--- src/rtl/elevator_request_scheduler_unit_assert.svh ---
// Assertion macros for the elevator request scheduler.
// Included by the top level; no other dependencies.
`ifndef ELEVATOR_REQUEST_SCHEDULER_UNIT_ASSERT_SVH
`define ELEVATOR_REQUEST_SCHEDULER_UNIT_ASSERT_SVH

// Antecedent implies consequent in the same cycle.
`define ERS_ASSERT_SAME(lbl, clk, rst_n, ante, cons) \
  lbl: assert property (@(posedge clk) disable iff (!rst_n) (ante) |-> (cons)) \
    else $error("elevator scheduler: same-cycle check failed");

// Antecedent implies consequent in the next cycle.
`define ERS_ASSERT_NEXT(lbl, clk, rst_n, ante, cons) \
  lbl: assert property (@(posedge clk) disable iff (!rst_n) (ante) |=> (cons)) \
    else $error("elevator scheduler: next-cycle check failed");

`endif

--- src/rtl/ers_pkg.sv ---
// Shared types and constants of the elevator request scheduler.
// Used by ers_ctrl, ers_dp and the top level; no dependencies.
package ers_pkg;

  localparam int FLOOR_W = 6;
  localparam int COUNT_W = 6;
  localparam int CODE_W  = 3;

  // Result status codes
  localparam logic [CODE_W-1:0] ST_ACCEPTED     = 3'd0;
  localparam logic [CODE_W-1:0] ST_AGAINST_DOWN = 3'd1;
  localparam logic [CODE_W-1:0] ST_AGAINST_UP   = 3'd2;
  localparam logic [CODE_W-1:0] ST_NO_FLOOR     = 3'd3;
  localparam logic [CODE_W-1:0] ST_FULL         = 3'd4;
  localparam logic [CODE_W-1:0] ST_SERVED       = 3'd5;
  localparam logic [CODE_W-1:0] ST_IDLE         = 3'd6;

  // Heading codes
  localparam logic HEAD_UP   = 1'b0;
  localparam logic HEAD_DOWN = 1'b1;

  // Request modes
  localparam logic MODE_REQUEST = 1'b0;
  localparam logic MODE_SERVE   = 1'b1;

  // Configuration register indexes
  localparam logic [1:0] REG_LOWEST  = 2'd0;
  localparam logic [1:0] REG_HIGHEST = 2'd1;
  localparam logic [1:0] REG_LIMIT   = 2'd2;

  // Commands from controller to datapath
  typedef struct packed {
    logic accept;      // latch incoming request, arm the scan
    logic latch_check; // store the request check code
    logic do_inc;      // count an accepted floor request
    logic scan_step;   // advance the scan pointer
    logic scan_miss;   // scan found nothing: result is idle
    logic do_take;     // serve the floor under the scan pointer
    logic load_out;    // move the result into the output register
  } ers_cmd_t;

  // Status from datapath to controller
  typedef struct packed {
    logic mode;
    logic check_ok;
    logic scan_hit;
    logic scan_last;
    logic out_free;
  } ers_stat_t;

endpackage

--- src/rtl/ers_dp.sv ---
// Datapath of the elevator request scheduler: car state, per-floor count
// memory with valid bits, scan pointer and output register. Uses ers_pkg.
module ers_dp import ers_pkg::*; #(
  parameter int FLOOR_SLOTS = 64
) (
  input  logic                      clk,
  input  logic                      rst_n,
  input  ers_cmd_t                  cmd,
  output ers_stat_t                 stat,
  input  logic                      in_mode,
  input  logic signed [FLOOR_W-1:0] in_target,
  input  logic signed [FLOOR_W-1:0] lowest_floor,
  input  logic signed [FLOOR_W-1:0] highest_floor,
  input  logic        [COUNT_W-1:0] rider_limit,
  output logic                      out_valid,
  input  logic                      out_ready,
  output logic        [CODE_W-1:0]  out_status,
  output logic signed [FLOOR_W-1:0] out_floor_now,
  output logic        [COUNT_W-1:0] out_riders_left_car,
  output logic        [COUNT_W-1:0] out_riders_aboard,
  output logic                      out_heading
);

  // Only slots of floors -32..31 are ever used
  localparam int SLOT_N = (FLOOR_SLOTS < 64) ? FLOOR_SLOTS : 64;
  localparam int SW     = $clog2(SLOT_N);

  logic                      mode_r;
  logic signed [FLOOR_W-1:0] target_r;
  logic        [COUNT_W-1:0] total_r;
  logic signed [FLOOR_W-1:0] car_floor_r;
  logic                      heading_r;
  logic [SLOT_N-1:0]         nz_r;
  logic [SW-1:0]             scan_idx_r;
  logic [SW-1:0]             scan_idx_nxt;
  logic [CODE_W-1:0]         res_code_r;
  logic [COUNT_W-1:0]        left_r;
  logic [COUNT_W-1:0]        rdata_r;
  logic [COUNT_W-1:0]        cnt_mem [SLOT_N];
  logic                      out_valid_r;
  logic [CODE_W-1:0]         out_status_r;
  logic signed [FLOOR_W-1:0] out_floor_r;
  logic [COUNT_W-1:0]        out_left_r;
  logic [COUNT_W-1:0]        out_aboard_r;
  logic                      out_heading_r;

  logic [FLOOR_W-1:0]        req_s6;
  logic                      req_exists;
  logic [SW-1:0]             req_slot;
  logic [SW-1:0]             mem_raddr;
  logic [CODE_W-1:0]         check_code;
  logic [COUNT_W-1:0]        cur_cnt;
  logic [FLOOR_W-1:0]        scan_s6;
  logic signed [FLOOR_W-1:0] scan_floor;
  logic                      out_free;

  // Slot of the requested floor is floor + 32
  assign req_s6     = {~target_r[FLOOR_W-1], target_r[FLOOR_W-2:0]};
  assign req_exists = ({1'b0, req_s6} < (FLOOR_W+1)'(SLOT_N));
  assign req_slot   = req_s6[SW-1:0];
  assign mem_raddr  = (mode_r == MODE_SERVE) ? scan_idx_r : req_slot;

  // Floor under the scan pointer
  assign scan_s6    = FLOOR_W'(scan_idx_r);
  assign scan_floor = {~scan_s6[FLOOR_W-1], scan_s6[FLOOR_W-2:0]};

  // A slot whose valid bit is clear holds zero riders
  assign cur_cnt = nz_r[req_slot] ? rdata_r : '0;

  // Request checks in priority order
  always_comb begin
    if (total_r >= rider_limit) begin
      check_code = ST_FULL;
    end else if (total_r != '0 && heading_r == HEAD_DOWN && target_r > car_floor_r) begin
      check_code = ST_AGAINST_DOWN;
    end else if (total_r != '0 && heading_r == HEAD_UP && target_r < car_floor_r) begin
      check_code = ST_AGAINST_UP;
    end else if (target_r > highest_floor || target_r < lowest_floor || !req_exists) begin
      check_code = ST_NO_FLOOR;
    end else begin
      check_code = ST_ACCEPTED;
    end
  end

  // Scan pointer: start at the bottom heading up, at the top heading down
  always_comb begin
    scan_idx_nxt = scan_idx_r;
    if (cmd.accept) begin
      scan_idx_nxt = (heading_r == HEAD_UP) ? '0 : SW'(SLOT_N - 1);
    end else if (cmd.scan_step) begin
      scan_idx_nxt = (heading_r == HEAD_UP) ? scan_idx_r + 1'b1 : scan_idx_r - 1'b1;
    end
  end

  assign out_free = !out_valid_r || out_ready;

  assign stat.mode      = mode_r;
  assign stat.check_ok  = (check_code == ST_ACCEPTED);
  assign stat.scan_hit  = nz_r[scan_idx_r];
  assign stat.scan_last = (heading_r == HEAD_UP) ? (scan_idx_r == SW'(SLOT_N - 1))
                                                 : (scan_idx_r == '0);
  assign stat.out_free  = out_free;

  // Count memory: one write port, one registered read port
  always_ff @(posedge clk) begin
    if (cmd.do_inc) begin
      cnt_mem[req_slot] <= cur_cnt + 1'b1;
    end
    rdata_r <= cnt_mem[mem_raddr];
  end

  // Request latch and result staging
  always_ff @(posedge clk) begin
    scan_idx_r <= scan_idx_nxt;
    if (cmd.accept) begin
      mode_r   <= in_mode;
      target_r <= in_target;
      left_r   <= '0;
    end
    if (cmd.latch_check) begin
      res_code_r <= check_code;
    end
    if (cmd.scan_miss) begin
      res_code_r <= ST_IDLE;
    end
    if (cmd.do_take) begin
      res_code_r <= ST_SERVED;
      left_r     <= rdata_r;
    end
  end

  // Car state and slot valid bits
  always_ff @(posedge clk) begin
    if (!rst_n) begin
      total_r     <= '0;
      car_floor_r <= '0;
      heading_r   <= HEAD_UP;
      nz_r        <= '0;
    end else if (cmd.do_inc) begin
      nz_r[req_slot] <= 1'b1;
      total_r        <= total_r + 1'b1;
      if (total_r == '0) begin
        if (target_r > car_floor_r) begin
          heading_r <= HEAD_UP;
        end else if (target_r < car_floor_r) begin
          heading_r <= HEAD_DOWN;
        end
      end
    end else if (cmd.do_take) begin
      nz_r[scan_idx_r] <= 1'b0;
      total_r          <= total_r - rdata_r;
      car_floor_r      <= scan_floor;
    end
  end

  // Output register
  always_ff @(posedge clk) begin
    if (!rst_n) begin
      out_valid_r <= 1'b0;
    end else if (cmd.load_out) begin
      out_valid_r <= 1'b1;
    end else if (out_ready) begin
      out_valid_r <= 1'b0;
    end
  end

  always_ff @(posedge clk) begin
    if (cmd.load_out) begin
      out_status_r  <= res_code_r;
      out_floor_r   <= car_floor_r;
      out_left_r    <= left_r;
      out_aboard_r  <= total_r;
      out_heading_r <= heading_r;
    end
  end

  assign out_valid           = out_valid_r;
  assign out_status          = out_status_r;
  assign out_floor_now       = out_floor_r;
  assign out_riders_left_car = out_left_r;
  assign out_riders_aboard   = out_aboard_r;
  assign out_heading         = out_heading_r;

endmodule

--- src/rtl/ers_ctrl.sv ---
// Controller of the elevator request scheduler: sequences check, count
// update, floor scan and result hand-off. Uses ers_pkg.
module ers_ctrl import ers_pkg::*; (
  input  logic      clk,
  input  logic      rst_n,
  input  logic      in_valid,
  output logic      in_ready,
  input  ers_stat_t stat,
  output ers_cmd_t  cmd
);

  localparam logic [2:0] S_IDLE  = 3'd0;
  localparam logic [2:0] S_CHECK = 3'd1;
  localparam logic [2:0] S_INC   = 3'd2;
  localparam logic [2:0] S_SCAN  = 3'd3;
  localparam logic [2:0] S_TAKE  = 3'd4;
  localparam logic [2:0] S_DONE  = 3'd5;

  logic [2:0] state_r;
  logic [2:0] state_nxt;

  assign in_ready = (state_r == S_IDLE);

  // Next state and commands
  always_comb begin
    state_nxt = state_r;
    cmd       = '0;
    case (state_r)
      S_IDLE: begin
        if (in_valid) begin
          cmd.accept = 1'b1;
          state_nxt  = S_CHECK;
        end
      end
      S_CHECK: begin
        // latched mode is visible from here on
        if (stat.mode == MODE_SERVE) begin
          state_nxt = S_SCAN;
        end else begin
          cmd.latch_check = 1'b1;
          state_nxt       = stat.check_ok ? S_INC : S_DONE;
        end
      end
      S_INC: begin
        cmd.do_inc = 1'b1;
        state_nxt  = S_DONE;
      end
      S_SCAN: begin
        if (stat.scan_hit) begin
          state_nxt = S_TAKE;
        end else if (stat.scan_last) begin
          cmd.scan_miss = 1'b1;
          state_nxt     = S_DONE;
        end else begin
          cmd.scan_step = 1'b1;
        end
      end
      S_TAKE: begin
        cmd.do_take = 1'b1;
        state_nxt   = S_DONE;
      end
      S_DONE: begin
        if (stat.out_free) begin
          cmd.load_out = 1'b1;
          state_nxt    = S_IDLE;
        end
      end
      default: begin
        state_nxt = S_IDLE;
      end
    endcase
  end

  always_ff @(posedge clk) begin
    if (!rst_n) begin
      state_r <= S_IDLE;
    end else begin
      state_r <= state_nxt;
    end
  end

endmodule

--- src/rtl/elevator_request_scheduler_unit.sv ---
// Elevator request scheduler for one car: input and result streams,
// configuration port and request sequencing.
// Channels: in_* carries requests (in_tuser = mode, in_tdata = target floor);
// out_* carries one result per request (out_tuser = status, out_tdata holds
// floor now, riders who left, riders aboard and heading). cfg_* is an
// APB-style port for lowest floor (0x0), highest floor (0x4) and rider
// limit (0x8); write it only while no request is in flight.
// Requests are handled one at a time. A floor request goes from S_CHECK
// through S_INC to S_DONE when counted, and straight to S_DONE when refused.
// A serve request goes through S_CHECK and S_SCAN, then S_TAKE on a hit, to
// S_DONE; the scan steps over up to min(FLOOR_SLOTS,64) floor slots, reading
// one slot valid bit per cycle and then one word of the count memory.
// A finished result sits in the output register; the next request is taken
// while it waits, but that request's result is held until the receiver
// takes the previous one (out_tready high).
// Reset (rst_n low, synchronous) empties the car, clears all floor counts
// through their valid bits, puts the car at floor 0 heading up and
// restores register defaults 0, 31 and 8.
`include "elevator_request_scheduler_unit_assert.svh"

module elevator_request_scheduler_unit import ers_pkg::*; #(
  parameter int FLOOR_SLOTS = 64
) (
  input  logic        clk,
  input  logic        rst_n,
  input  logic        in_tvalid,
  output logic        in_tready,
  input  logic [7:0]  in_tdata,    // [5:0] target_floor, [7:6] zero
  input  logic [0:0]  in_tuser,    // [0] mode
  output logic        out_tvalid,
  input  logic        out_tready,
  output logic [23:0] out_tdata,   // [5:0] floor_now, [11:6] riders_left_car,
                                   // [17:12] riders_aboard, [18] heading, [23:19] zero
  output logic [2:0]  out_tuser,   // [2:0] status
  input  logic        cfg_psel,
  input  logic        cfg_penable,
  input  logic        cfg_pwrite,
  input  logic [3:0]  cfg_paddr,
  input  logic [31:0] cfg_pwdata,
  output logic [31:0] cfg_prdata,
  output logic        cfg_pready
);

  ers_cmd_t                  cmd;
  ers_stat_t                 stat;
  logic signed [FLOOR_W-1:0] lowest_r;
  logic signed [FLOOR_W-1:0] highest_r;
  logic        [COUNT_W-1:0] limit_r;
  logic                      cfg_wr;
  logic signed [FLOOR_W-1:0] floor_now;
  logic        [COUNT_W-1:0] left_car;
  logic        [COUNT_W-1:0] aboard;
  logic                      heading;
  logic        [CODE_W-1:0]  status;

  // Configuration registers
  assign cfg_pready = 1'b1;
  assign cfg_wr     = cfg_psel && cfg_penable && cfg_pwrite && cfg_pready;

  always_ff @(posedge clk) begin
    if (!rst_n) begin
      lowest_r  <= 6'sd0;
      highest_r <= 6'sd31;
      limit_r   <= 6'd8;
    end else if (cfg_wr) begin
      case (cfg_paddr[3:2])
        REG_LOWEST:  lowest_r  <= cfg_pwdata[FLOOR_W-1:0];
        REG_HIGHEST: highest_r <= cfg_pwdata[FLOOR_W-1:0];
        REG_LIMIT:   limit_r   <= cfg_pwdata[COUNT_W-1:0];
        default: begin
        end
      endcase
    end
  end

  always_comb begin
    case (cfg_paddr[3:2])
      REG_LOWEST:  cfg_prdata = {26'd0, lowest_r};
      REG_HIGHEST: cfg_prdata = {26'd0, highest_r};
      REG_LIMIT:   cfg_prdata = {26'd0, limit_r};
      default:     cfg_prdata = '0;
    endcase
  end

  ers_ctrl u_ctrl (
    .clk      (clk),
    .rst_n    (rst_n),
    .in_valid (in_tvalid),
    .in_ready (in_tready),
    .stat     (stat),
    .cmd      (cmd)
  );

  ers_dp #(
    .FLOOR_SLOTS (FLOOR_SLOTS)
  ) u_dp (
    .clk                 (clk),
    .rst_n               (rst_n),
    .cmd                 (cmd),
    .stat                (stat),
    .in_mode             (in_tuser[0]),
    .in_target           (in_tdata[FLOOR_W-1:0]),
    .lowest_floor        (lowest_r),
    .highest_floor       (highest_r),
    .rider_limit         (limit_r),
    .out_valid           (out_tvalid),
    .out_ready           (out_tready),
    .out_status          (status),
    .out_floor_now       (floor_now),
    .out_riders_left_car (left_car),
    .out_riders_aboard   (aboard),
    .out_heading         (heading)
  );

  assign out_tuser = status;
  assign out_tdata = {5'd0, heading, aboard, left_car, floor_now};

  // One request in flight at a time
  `ERS_ASSERT_NEXT(a_one_in_flight, clk, rst_n, in_tvalid && in_tready, !in_tready)
  // A served stop always lets riders out
  `ERS_ASSERT_SAME(a_served_has_riders, clk, rst_n,
    out_tvalid && out_tuser == ST_SERVED, out_tdata[11:6] != 6'd0)
  // Nobody leaves the car on any other result
  `ERS_ASSERT_SAME(a_no_exit_otherwise, clk, rst_n,
    out_tvalid && out_tuser != ST_SERVED, out_tdata[11:6] == 6'd0)

endmodule
--- config.mk ---
export PLATFORM = sky130hd
export DESIGN_NAME = elevator_request_scheduler_unit
export DESIGN_NICKNAME = d
export VERILOG_FILES = /design/src/rtl/ers_pkg.sv /design/src/rtl/ers_dp.sv /design/src/rtl/ers_ctrl.sv /design/src/rtl/elevator_request_scheduler_unit.sv
export VERILOG_INCLUDE_DIRS = /design/src /design/src/rtl
export SDC_FILE = /design/constraint.sdc
export NUM_CORES = 1
export LEC_CHECK = 0
export BUFFER_PORTS_ARGS = -buffer_cell sky130_fd_sc_hd__buf_2
export CORE_ASPECT_RATIO = 1.25
export CORE_MARGIN = 2
export CORE_UTILIZATION = 45
export CTS_BUF_LIST = sky130_fd_sc_hd__clkbuf_4 sky130_fd_sc_hd__clkbuf_8
export CTS_CLUSTER_SIZE = 25
export DETAILED_ROUTE_END_ITERATION = 6
export PLACE_DENSITY = 0.72
export SLEW_MARGIN = 5
export SYNTH_ARGS = -nofsm -noshare
export SYNTH_HDL_FRONTEND = slang
export SYNTH_HIERARCHICAL = 1
export SYNTH_SLANG_ARGS = --single-unit
--- constraint.sdc ---
create_clock -name clk -period 11.6 [get_ports clk]
set_input_delay 1.16 -clock clk [delete_from_list [all_inputs] [get_ports clk]]
set_output_delay 1.16 -clock clk [all_outputs]
set_load 0.01 [all_outputs]
; ---- Word-level counts from Yosys, hierarchy flattened
; Memory sizes are Yosys's and may differ from the RTL's. A register that Yosys moved wholly into a read port is not among the register bits.
; Cells that the tools add are included.
[classes]
n_addsub = 5
order_cmp = 9
n_eq_ne = 11
muxes = 53
bitwise_logic = 7
n_reduce_logical = 31
[ops]
columns = operator, count
row1 = $mux 64, 2
row2 = $and 64x64->64, 1
row3 = $not 64->64, 1
row4 = $or 64x64->64, 1
row5 = $mux 6, 10
row6 = $mux 3, 9
row7 = $mux 1, 21
row8 = $add 6x1->6 const B, 3
row9 = $pmux 6 s3, 1
row10 = $pmux 3 s5, 1
row11 = $lt 6x7->1 const B, 2
row12 = $bmux 1 s6, 2
row13 = $demux 1 s6, 2
row14 = $ge 6x1->1 const B, 2
row15 = $gt 6x6->1, 2
row16 = $logic_not 6->1, 2
row17 = $lt 6x6->1, 2
row18 = $reduce_bool 2->1, 6
row19 = $mux 2, 5
row20 = $logic_and 1x1->1, 8
row21 = $reduce_and 2->1, 4
row22 = $eq 3x2->1 const B, 2
row23 = $eq 3x3->1 const B, 2
row24 = $eq 6x6->1 const B, 1
row25 = 17 further kinds, 24
[totals]
reg_bits = 143
ram_bits = 384
input_bits = 52
output_inout_bits = 62
word_cells = 137
n_memories = 1
[memory_table]
columns = name, depth, word_bits, read_ports, rd_clocked_by_memory_dff, wr, line
row1 = u_dp.cnt_mem, 64, 6, 1, 1, 1, ers_dp.sv:39  ; logic [COUNT_W-1:0] cnt_mem [SLOT_N];

; ---- Logic depth before layout (Yosys ltp)
; Gate-level depths: netlist of run 1.
[logic_depth]
depth_word = 10
depth_mapped = 15
ltp_nobuf = 13

; ---- By module
; Netlist of run 1, hierarchy kept.
[modules_own_cells]
columns = mod, instances, cells_per_inst, area_per_inst_um2, seq_area_each_um2
row1 = ers_dp, 1, 1720, 21986.1, 14503.9
row2 = elevator_request_scheduler_unit, 1, 128, 1153.6, 360.3
row3 = ers_ctrl, 1, 34, 271.5, 60.1

; ---- Worst setup path before layout of run 1
; Ideal clock, no wire load.
[synth_timing]
path_kind = register to register
start = register u_dp.target_r[2]
end = memory u_dp.cnt_mem[0][2], data pin
setup_ns = 0.567
arrival_ns = 4.984
slack_ns = 6.049
path_stages_with_launch = 12
n_path_buf = 3
synth_period_minus_slack_ns = 5.551
cell_sequence = edfxtp_1 buf_4 buf_6 buf_2 a311oi_1 a2bb2oi_1 o221ai_1 nor4_4 nand2b_1 inv_1 ha_1 xnor2_1
[synth_via]
elab_chain_cells = 4
[synth_rtl]
columns = item, line
row1 = "start, declared", ers_dp.sv:29  ; logic signed [FLOOR_W-1:0] target_r;
row2 = "start signal, assigned", ers_dp.sv:117  ; target_r <= in_target;
row3 = $bmux 1 s6, ers_dp.sv:68  ; assign cur_cnt = nz_r[req_slot] ? rdata_r : '0;
row4 = $mux 1 (not written as such), ers_dp.sv:68
row5 = $mux 6, ers_dp.sv:68
row6 = $add 6x1->6, ers_dp.sv:107  ; cnt_mem[req_slot] <= cur_cnt + 1'b1;
row7 = "end, declared", ers_dp.sv:39
; Every way passes these cells. The select of a mux whose other input is x is not followed.

; ---- Final worst setup path of run 1
[layout_timing]
start = register u_dp.target_r[2]
end = memory u_dp.cnt_mem[5][1], data pin
; The elaborated chain is that of the path after synthesis.

==> results of run 1 <==
[cell type report]
class	count	area share
Sequential cell	533	0.581
Multi-Input combinational cell	1188	0.300
Antenna cell	1	0.0000975
Clock buffer	108	0.0535
Tap cell	665	0.0324
Timing Repair Buffer	76	0.0173
Clock inverter	32	0.00814
Inverter	49	0.00716
[power by group through the flow]
| stage | Clock [mW] | Combinational, mW | Sequential, mW |
|---|---|---|---|
| 4_1_cts | 1.53 | 1.67 | 2.36 |
| 2_1_floorplan | 0 | 1.17 | 2.33 |
| 6_report | 1.51 | 1.69 | 2.36 |
| 5_1_grt | 1.61 | 1.81 | 2.37 |
| 3_3_place_gp | 0 | 1.62 | 2.39 |
| 3_5_place_dp | 0 | 1.66 | 2.39 |
[stage by stage]
| step | util | hold WS (ns) | total power [mW] |
|---|---|---|---|
| finish | 0.499 | 0.418 | 5.56 |
| global route | 0.499 | 0.426 | 5.79 |
| CTS | 0.499 | 0.420 | 5.56 |
| detailed placement | 0.468 | 0.409 | 4.05 |
| global placement | 0.468 | 0.430 | 4.01 |
| floorplan | - | 0.400 | 3.51 |
[state kept, by name, summed over array words and instances, names as in the netlist, 6 cells and up]
register / flops
highest_r: 6
limit_r: 6
lowest_r: 6
u_dp/car_floor_r: 6
u_dp/cnt_mem: 384
u_dp/left_r: 6
u_dp/nz_r: 64
u_dp/out_floor_now: 6
u_dp/out_riders_aboard: 6
u_dp/out_riders_left_car: 6
u_dp/rdata_r: 6
u_dp/scan_idx_r: 6
u_dp/target_r: 6
u_dp/total_r: 6
[critical path: stages (launching register included)]
cell,delay [ns]
sky130_fd_sc_hd__edfxtp_1,0.32
sky130_fd_sc_hd__buf_4,0.36
sky130_fd_sc_hd__clkinv_1,0.46
sky130_fd_sc_hd__a311o_1,0.48
sky130_fd_sc_hd__a2bb2oi_1,0.19
sky130_fd_sc_hd__o221ai_1,0.21
sky130_fd_sc_hd__nor4_4,0.70
sky130_fd_sc_hd__nand2b_2,0.26
sky130_fd_sc_hd__inv_1,0.05
sky130_fd_sc_hd__ha_2,1.06
[worst paths after layout]
| check | start | end | cells past startpoint |
|---|---|---|---|
| max | u_dp/target_r[2] | u_dp/cnt_mem[5][1] | 9 |
| min | u_dp/left_r[0] | u_dp/out_riders_left_car[0] | 0 |
| max reg2reg | u_dp/target_r[2] | u_dp/cnt_mem[5][1] | 9 |
| min reg2reg | u_dp/left_r[0] | u_dp/out_riders_left_car[0] | 0 |
[synth_stat cells (26+ instances only)]
library cell / n
sky130_fd_sc_hd__nand3_1: 72
sky130_fd_sc_hd__a32oi_1: 72
sky130_fd_sc_hd__edfxtp_1: 425
sky130_fd_sc_hd__mux2i_1: 117
sky130_fd_sc_hd__o221a_2: 26
sky130_fd_sc_hd__buf_4: 48
sky130_fd_sc_hd__inv_1: 46
sky130_fd_sc_hd__nor2_1: 108
sky130_fd_sc_hd__o21ai_0: 67
sky130_fd_sc_hd__nand2_1: 320
sky130_fd_sc_hd__dfxtp_1: 108
sky130_fd_sc_hd__a21oi_1: 52
sky130_fd_sc_hd__ha_1: 34
sky130_fd_sc_hd__clkbuf_1: 40
sky130_fd_sc_hd__buf_2: 44
sky130_fd_sc_hd__nand4_1: 26
[cell families (layout without fill, tap and decap cells)]
| family | after synthesis | after routing |
|---|---|---|
| compound gates | 322 | 322 |
| xor+xnor | 17 | 17 |
| fa+ha+maj | 36 | 36 |
| buf+inv | 191 | 265 |
| flops | 533 | 533 |
| mux | 142 | 142 |
| other cells | 2 | 33 |
| simple gates | 639 | 639 |
[metal layers]
layer,GRT usage,up-vias
met1,0.259,7668
met2,0.371,743
met4,0.136,0
met3,0.0450,207
li1,-,7086
met5,0,-
==> impl_metrics.ini, run 1 <==
[clock_network]
cts_buffers = 76
post_cts.repair.setup_buffers = 0
cts.sinks = 533
postCtsHoldBufs = 0
cts_resized = 0
clock_tree.htree_level_count = 3
clock-root-buffer = sky130_fd_sc_hd__clkbuf_8
worst_skew_pair.late_latency_ns = 0.65
tritoncts_clock_tree = yes
clkTransAtPathRegs_ns = 0.07
clk_path_buf_depth = 3

[timing]
post-route-min-period_ns = 4.55
setup_tns_ns = 0
tightest_slew_ns = 1.16
final.period_utilization = 0.392
maxSlewViolCount = 0
timing.final.ws_setup_ns = 7.05
fmax_mhz = 220
setup_violations = 0
hold_viol_final = 0
skew_ns = 0.0286
relSlewSlack = 0.224
rsz0062_at_grt = no

[yosys]
avgSynthCellArea_um2 = 12.4
synthDistinctLibCells = 77
post_synth_xor_area_fraction = 0.00636
synth_area_leader_cell = sky130_fd_sc_hd__edfxtp_1
postSynthRegisterBits = 533
count_of_flip_flops_with_a_built_in_enable_after_synthesis = 425
synth-compound-area-share = 0.0997
synth_simple_gate_area_share = 0.125
synth.cell_area_um2 = 23400
async_flop_share = 0
yosysWarningCount = 6
synth.area.mux_share = 0.0685
synth_top_cell_area_share = 0.545
main_combinational_cell_family_by_area_after_synthesis = simple AND/OR/NAND/NOR gates
dominantRegCellSynth = sky130_fd_sc_hd__edfxtp_1
netlist_top_cells_area = sky130_fd_sc_hd__edfxtp_1 (55%), sky130_fd_sc_hd__dfxtp_1 (9.2%), sky130_fd_sc_hd__nand2_1 (5.1%)
synth-adder-area-share = 0.0199
syn-instance-count = 1882
share_of_synthesized_area_occupied_by_flip_flops_and_latches = 0.637

[global_routing]
grt_start_max_net_pins = 126
vias_in_the_first_global_route = 15900
globalRoute.totalOverflow = 0
grt_pass1_wl_um = 91400
grt_use_total = 0.220
antenna_found_initial = 1

[routing]
wirelength_um = 60100
met3_wirelength_um = 4530
detailroute.via_count = 15700
drt_iter0_drc = 1460
highest-signal-layer = met4
ant_nets = 0
post-route-drc-count = 0
met2_wirelength_um = 29200
via_count_normalized_by_instance_count = 5.92
first_pass_iters = 6
met1Wirelength_um = 22700
drt-wirelength-per-cell_um = 22.6

[finish]
layout.area.seq_um2 = 14900
area_growth_pct = 9.66
drive_above_1_share = 0.139
final_cells = 2652
most-common-layout-cells = sky130_fd_sc_hd__edfxtp_1 (425), sky130_fd_sc_hd__nand2_1 (320), sky130_fd_sc_hd__mux2i_1 (115)
final_instance_area_um2 = 25700
layout.filler_cells = 4386
final_common_cell = sky130_fd_sc_hd__edfxtp_1
design.final.nets = 2012
multi_input_gate_area_in_the_final_layout_um2 = 7700

[critical_path]
setup_slack_of_the_most_critical_reg_to_reg_path_ns = 7.05
worstPathMaxFanout = 64
critPathRequiredTime_ns = 11.86
critPathKind = reg2reg
startpoint_type = flip-flop
endpoint_kind = flip-flop
cp_data_arrival_time_ns = 4.81

[hold_path]
timing.hold.worst.class = reg2reg

[power_and_ir_drop]
powerDensity_nw_per_um2 = 217
sw_frac_of_total = 0.358
p_clk_frac = 0.272
combinationalPowerShare = 0.304
internal_power_mw = 3.57
cellLeakagePower_nw = 9.17
switching_power_mw = 1.99
worst_vdd_ir_mv = 0.196
p_seq_frac = 0.425

[place]
place_congestion = 1.05
dp_worst_setup_slack_ns = 7.07
port-buffer-count = 51
estimated_wirelength_of_the_detail_placed_design_um = 37600
post_dp_cell_area_um2 = 24100
place.detailed.instances = 2511

[run_status]
outcome = finished, final reports clean

[floorplanning]
fp_rows = 93
floorplan.initialDensity = 0.455
fp.coreArea_um2 = 51400
pin_count = 114
dieArea_um2 = 53900
horizontal_extent_of_the_die_um = 208
die_h_um = 259

[job]
max_cap_violations = 0
No activity file was read; power rests on OpenSTA's default activity.
==> run 2: changes to the inputs <==
PLACE_DENSITY = 0.74   (was 0.72)
clock period = 4.15 ns   (was 11.6 ns; I/O delays follow)
==> run 2 against run 1 <==
Clock power rose to 2.7 times the previous value. Critical path depth rose by 3. First-iteration DRC count is 12% higher. Sequential power grew to 2.8 times the previous value. Critical path type unchanged.
==> impl_metrics.ini, run 2 (same netlist as run 1, synthesis figures left out) <==
[run_status]
outcome = finished, final reports clean

[finish]
largestRegisters = u_dp/cnt_mem x384, u_dp/nz_r x64
largest_reg_flops = 384
design.final.nets = 2053
area_growth_pct = 11.5
layout.filler_cells = 4373
postLayoutCoreUtil = 0.507
top_register = u_dp/cnt_mem
final_common_cell = sky130_fd_sc_hd__edfxtp_1
drive_above_1_share = 0.154
most-common-layout-cells = sky130_fd_sc_hd__edfxtp_1 (425), sky130_fd_sc_hd__nand2_1 (320), sky130_fd_sc_hd__mux2i_1 (115)

[power_and_ir_drop]
worst_vdd_ir_mv = 0.423
p_clk_frac = 0.260
powerDensity_nw_per_um2 = 604
p_seq_frac = 0.421
cellLeakagePower_nw = 9.39
combinationalPowerShare = 0.319
internal_power_mw = 10.1
sw_frac_of_total = 0.358
switching_power_mw = 5.65

[global_routing]
grt_start_max_net_pins = 72
vias_in_the_first_global_route = 16000
antenna_found_initial = 1
globalRoute.totalOverflow = 0
grt_use_total = 0.225
grt_pass1_wl_um = 93000

[routing]
first_pass_iters = 6
wirelength_um = 61300
ant_nets = 0
drt-wirelength-per-cell_um = 22.8
detailroute.via_count = 16000
drt_iter0_drc = 1630
post-route-drc-count = 0
via_count_normalized_by_instance_count = 5.95

[timing]
maxSlewViolCount = 0
skew_ns = 0.0330
setup_tns_ns = 0
fmax_mhz = 261
hold_viol_final = 0
tightest_slew_ns = 1.20
post-route-min-period_ns = 3.83
final.period_utilization = 0.922
rsz0062_at_grt = no
setup_violations = 0
relSlewSlack = 0.197

[hold_path]
timing.hold.worst.class = in2reg
cell_depth_of_the_worst_hold_path = 3

[clock_network]
worst_skew_pair.late_latency_ns = 0.65
tritoncts_clock_tree = yes
cts_buffers = 75
clkTransAtPathRegs_ns = 0.07
clock_tree.htree_level_count = 3
cts_resized = 0
post_cts.repair.setup_buffers = 0
clk_path_buf_depth = 3
cts.sinks = 533
clock-root-buffer = sky130_fd_sc_hd__clkbuf_8

[critical_path]
startpoint_type = flip-flop
endpoint_kind = flip-flop
critPathKind = reg2reg
delay_of_the_slowest_cell_on_the_worst_path_ns = 0.72
worstPathCellList = buf_4, mux4_1, mux2i_1, o22ai_1, nor4_4, buf_4, nor2_1, ha_2, nand3_1, xor2_1, nor2_4, buf_12
cp_data_arrival_time_ns = 4.27
cpMaxStageDelayCell = sky130_fd_sc_hd__edfxtp_1
worstRegToRegCells = 12
critPathRequiredTime_ns = 4.59
critical_path.most_common_cell = sky130_fd_sc_hd__buf_4
worstPathMaxFanout = 46

[floorplanning]
die_h_um = 259
fp_rows = 93
pin_count = 114
horizontal_extent_of_the_die_um = 208
fp.coreArea_um2 = 51400
floorplan.initialDensity = 0.455
dieArea_um2 = 53900

[place]
place_congestion = 1.04
estimated_wirelength_of_the_detail_placed_design_um = 39900
port-buffer-count = 51

[job]
max_cap_violations = 0
==> run 2: changes by cell type in the layout (fill, tap and decap cells not counted), moves of 3 or more <==
cell / change
sky130_fd_sc_hd__clkinv_1: -5
sky130_fd_sc_hd__dlygate4sd3_1: +7
sky130_fd_sc_hd__clkbuf_4: +5
sky130_fd_sc_hd__clkbuf_8: -9
sky130_fd_sc_hd__clkinv_2: +3
sky130_fd_sc_hd__buf_12: +13
sky130_fd_sc_hd__buf_4: +22
==> run 2: layer usage <==
| metal | GRT usage | wire [um] | vias up |
|---|---|---|---|
| li1 | - | - | 7159 |
| met1 | 0.269 | 23100 | 7863 |
| met2 | 0.391 | 30900 | 790 |
| met3 | 0.0416 | 4540 | 171 |
| met4 | 0.112 | 2730 | 0 |
| met5 | 0 | 0 | - |
==> run 2: power groups by stage <==
stage | clock network, mW | logic, mW | registers (mW)
final | 4.09 | 5.04 | 6.64
after global routing | 4.38 | 5.37 | 6.65
after CTS | 4.17 | 4.97 | 6.62
after detailed placement | 0 | 4.94 | 6.73
after global placement | 0 | 4.81 | 6.73
after floorplan | 0 | 3.29 | 6.51
==> run 2: timing repair <==
item / in CTS / in global routing
hold buffers: 7 / 0
endpoints found under the hold margin: 7 / 0
endpoints found under the setup margin: 0 / 0
==> run 2: through the flow <==
stage / std cells / hold slack [ns] / total power [mW] / instance area (um^2) / worst slack [ns]
floorplan: 1912 / 0.400 / 9.80 / 23600 / 0.268
global placement: 2546 / 0.412 / 11.5 / 24500 / 0.465
detailed placement: 2546 / 0.405 / 11.7 / 24500 / 0.412
CTS: 2687 / 0.00161 / 15.8 / 26100 / 0.385
global route: 2688 / 0.0619 / 16.4 / 26100 / 0.223
finish: 2688 / 0.0472 / 15.8 / 26100 / 0.322
==> run 2: worst paths after layout <==
kind,from,to,slack (ns)
hold reg to reg,u_dp/left_r[4],u_dp/out_riders_left_car[4],0.42
hold / removal,cfg_pwdata[3],lowest_r[3],0.05
setup / recovery,u_dp/target_r[1],u_dp/cnt_mem[12][4],0.32
setup reg to reg,u_dp/target_r[1],u_dp/cnt_mem[12][4],0.32
==> run 2: critical path: cells and delay by family, from the launching register on <==
kind	cells	cell delay (ns)
AND/OR/NAND/NOR	4	1.06
flip-flops	1	0.72
AO/OA/AOI/OAI	1	0.15
buffers and inverters	3	0.82
multiplexers	2	0.52
adder cells (fa/ha/maj)	1	0.21
XOR/XNOR	1	0.10
==> run 2: final cells by class <==
class	instances	area, um^2	area share
diodes	1	2.50	0.0000959
clock buffers	104	1290	0.0493
clock inverters	30	208	0.00796
inverters	49	184	0.00705
multi-input cells	1188	7720	0.296
flip-flops and latches	533	14900	0.572
well taps	665	832	0.0319
repair buffers	118	938	0.0360
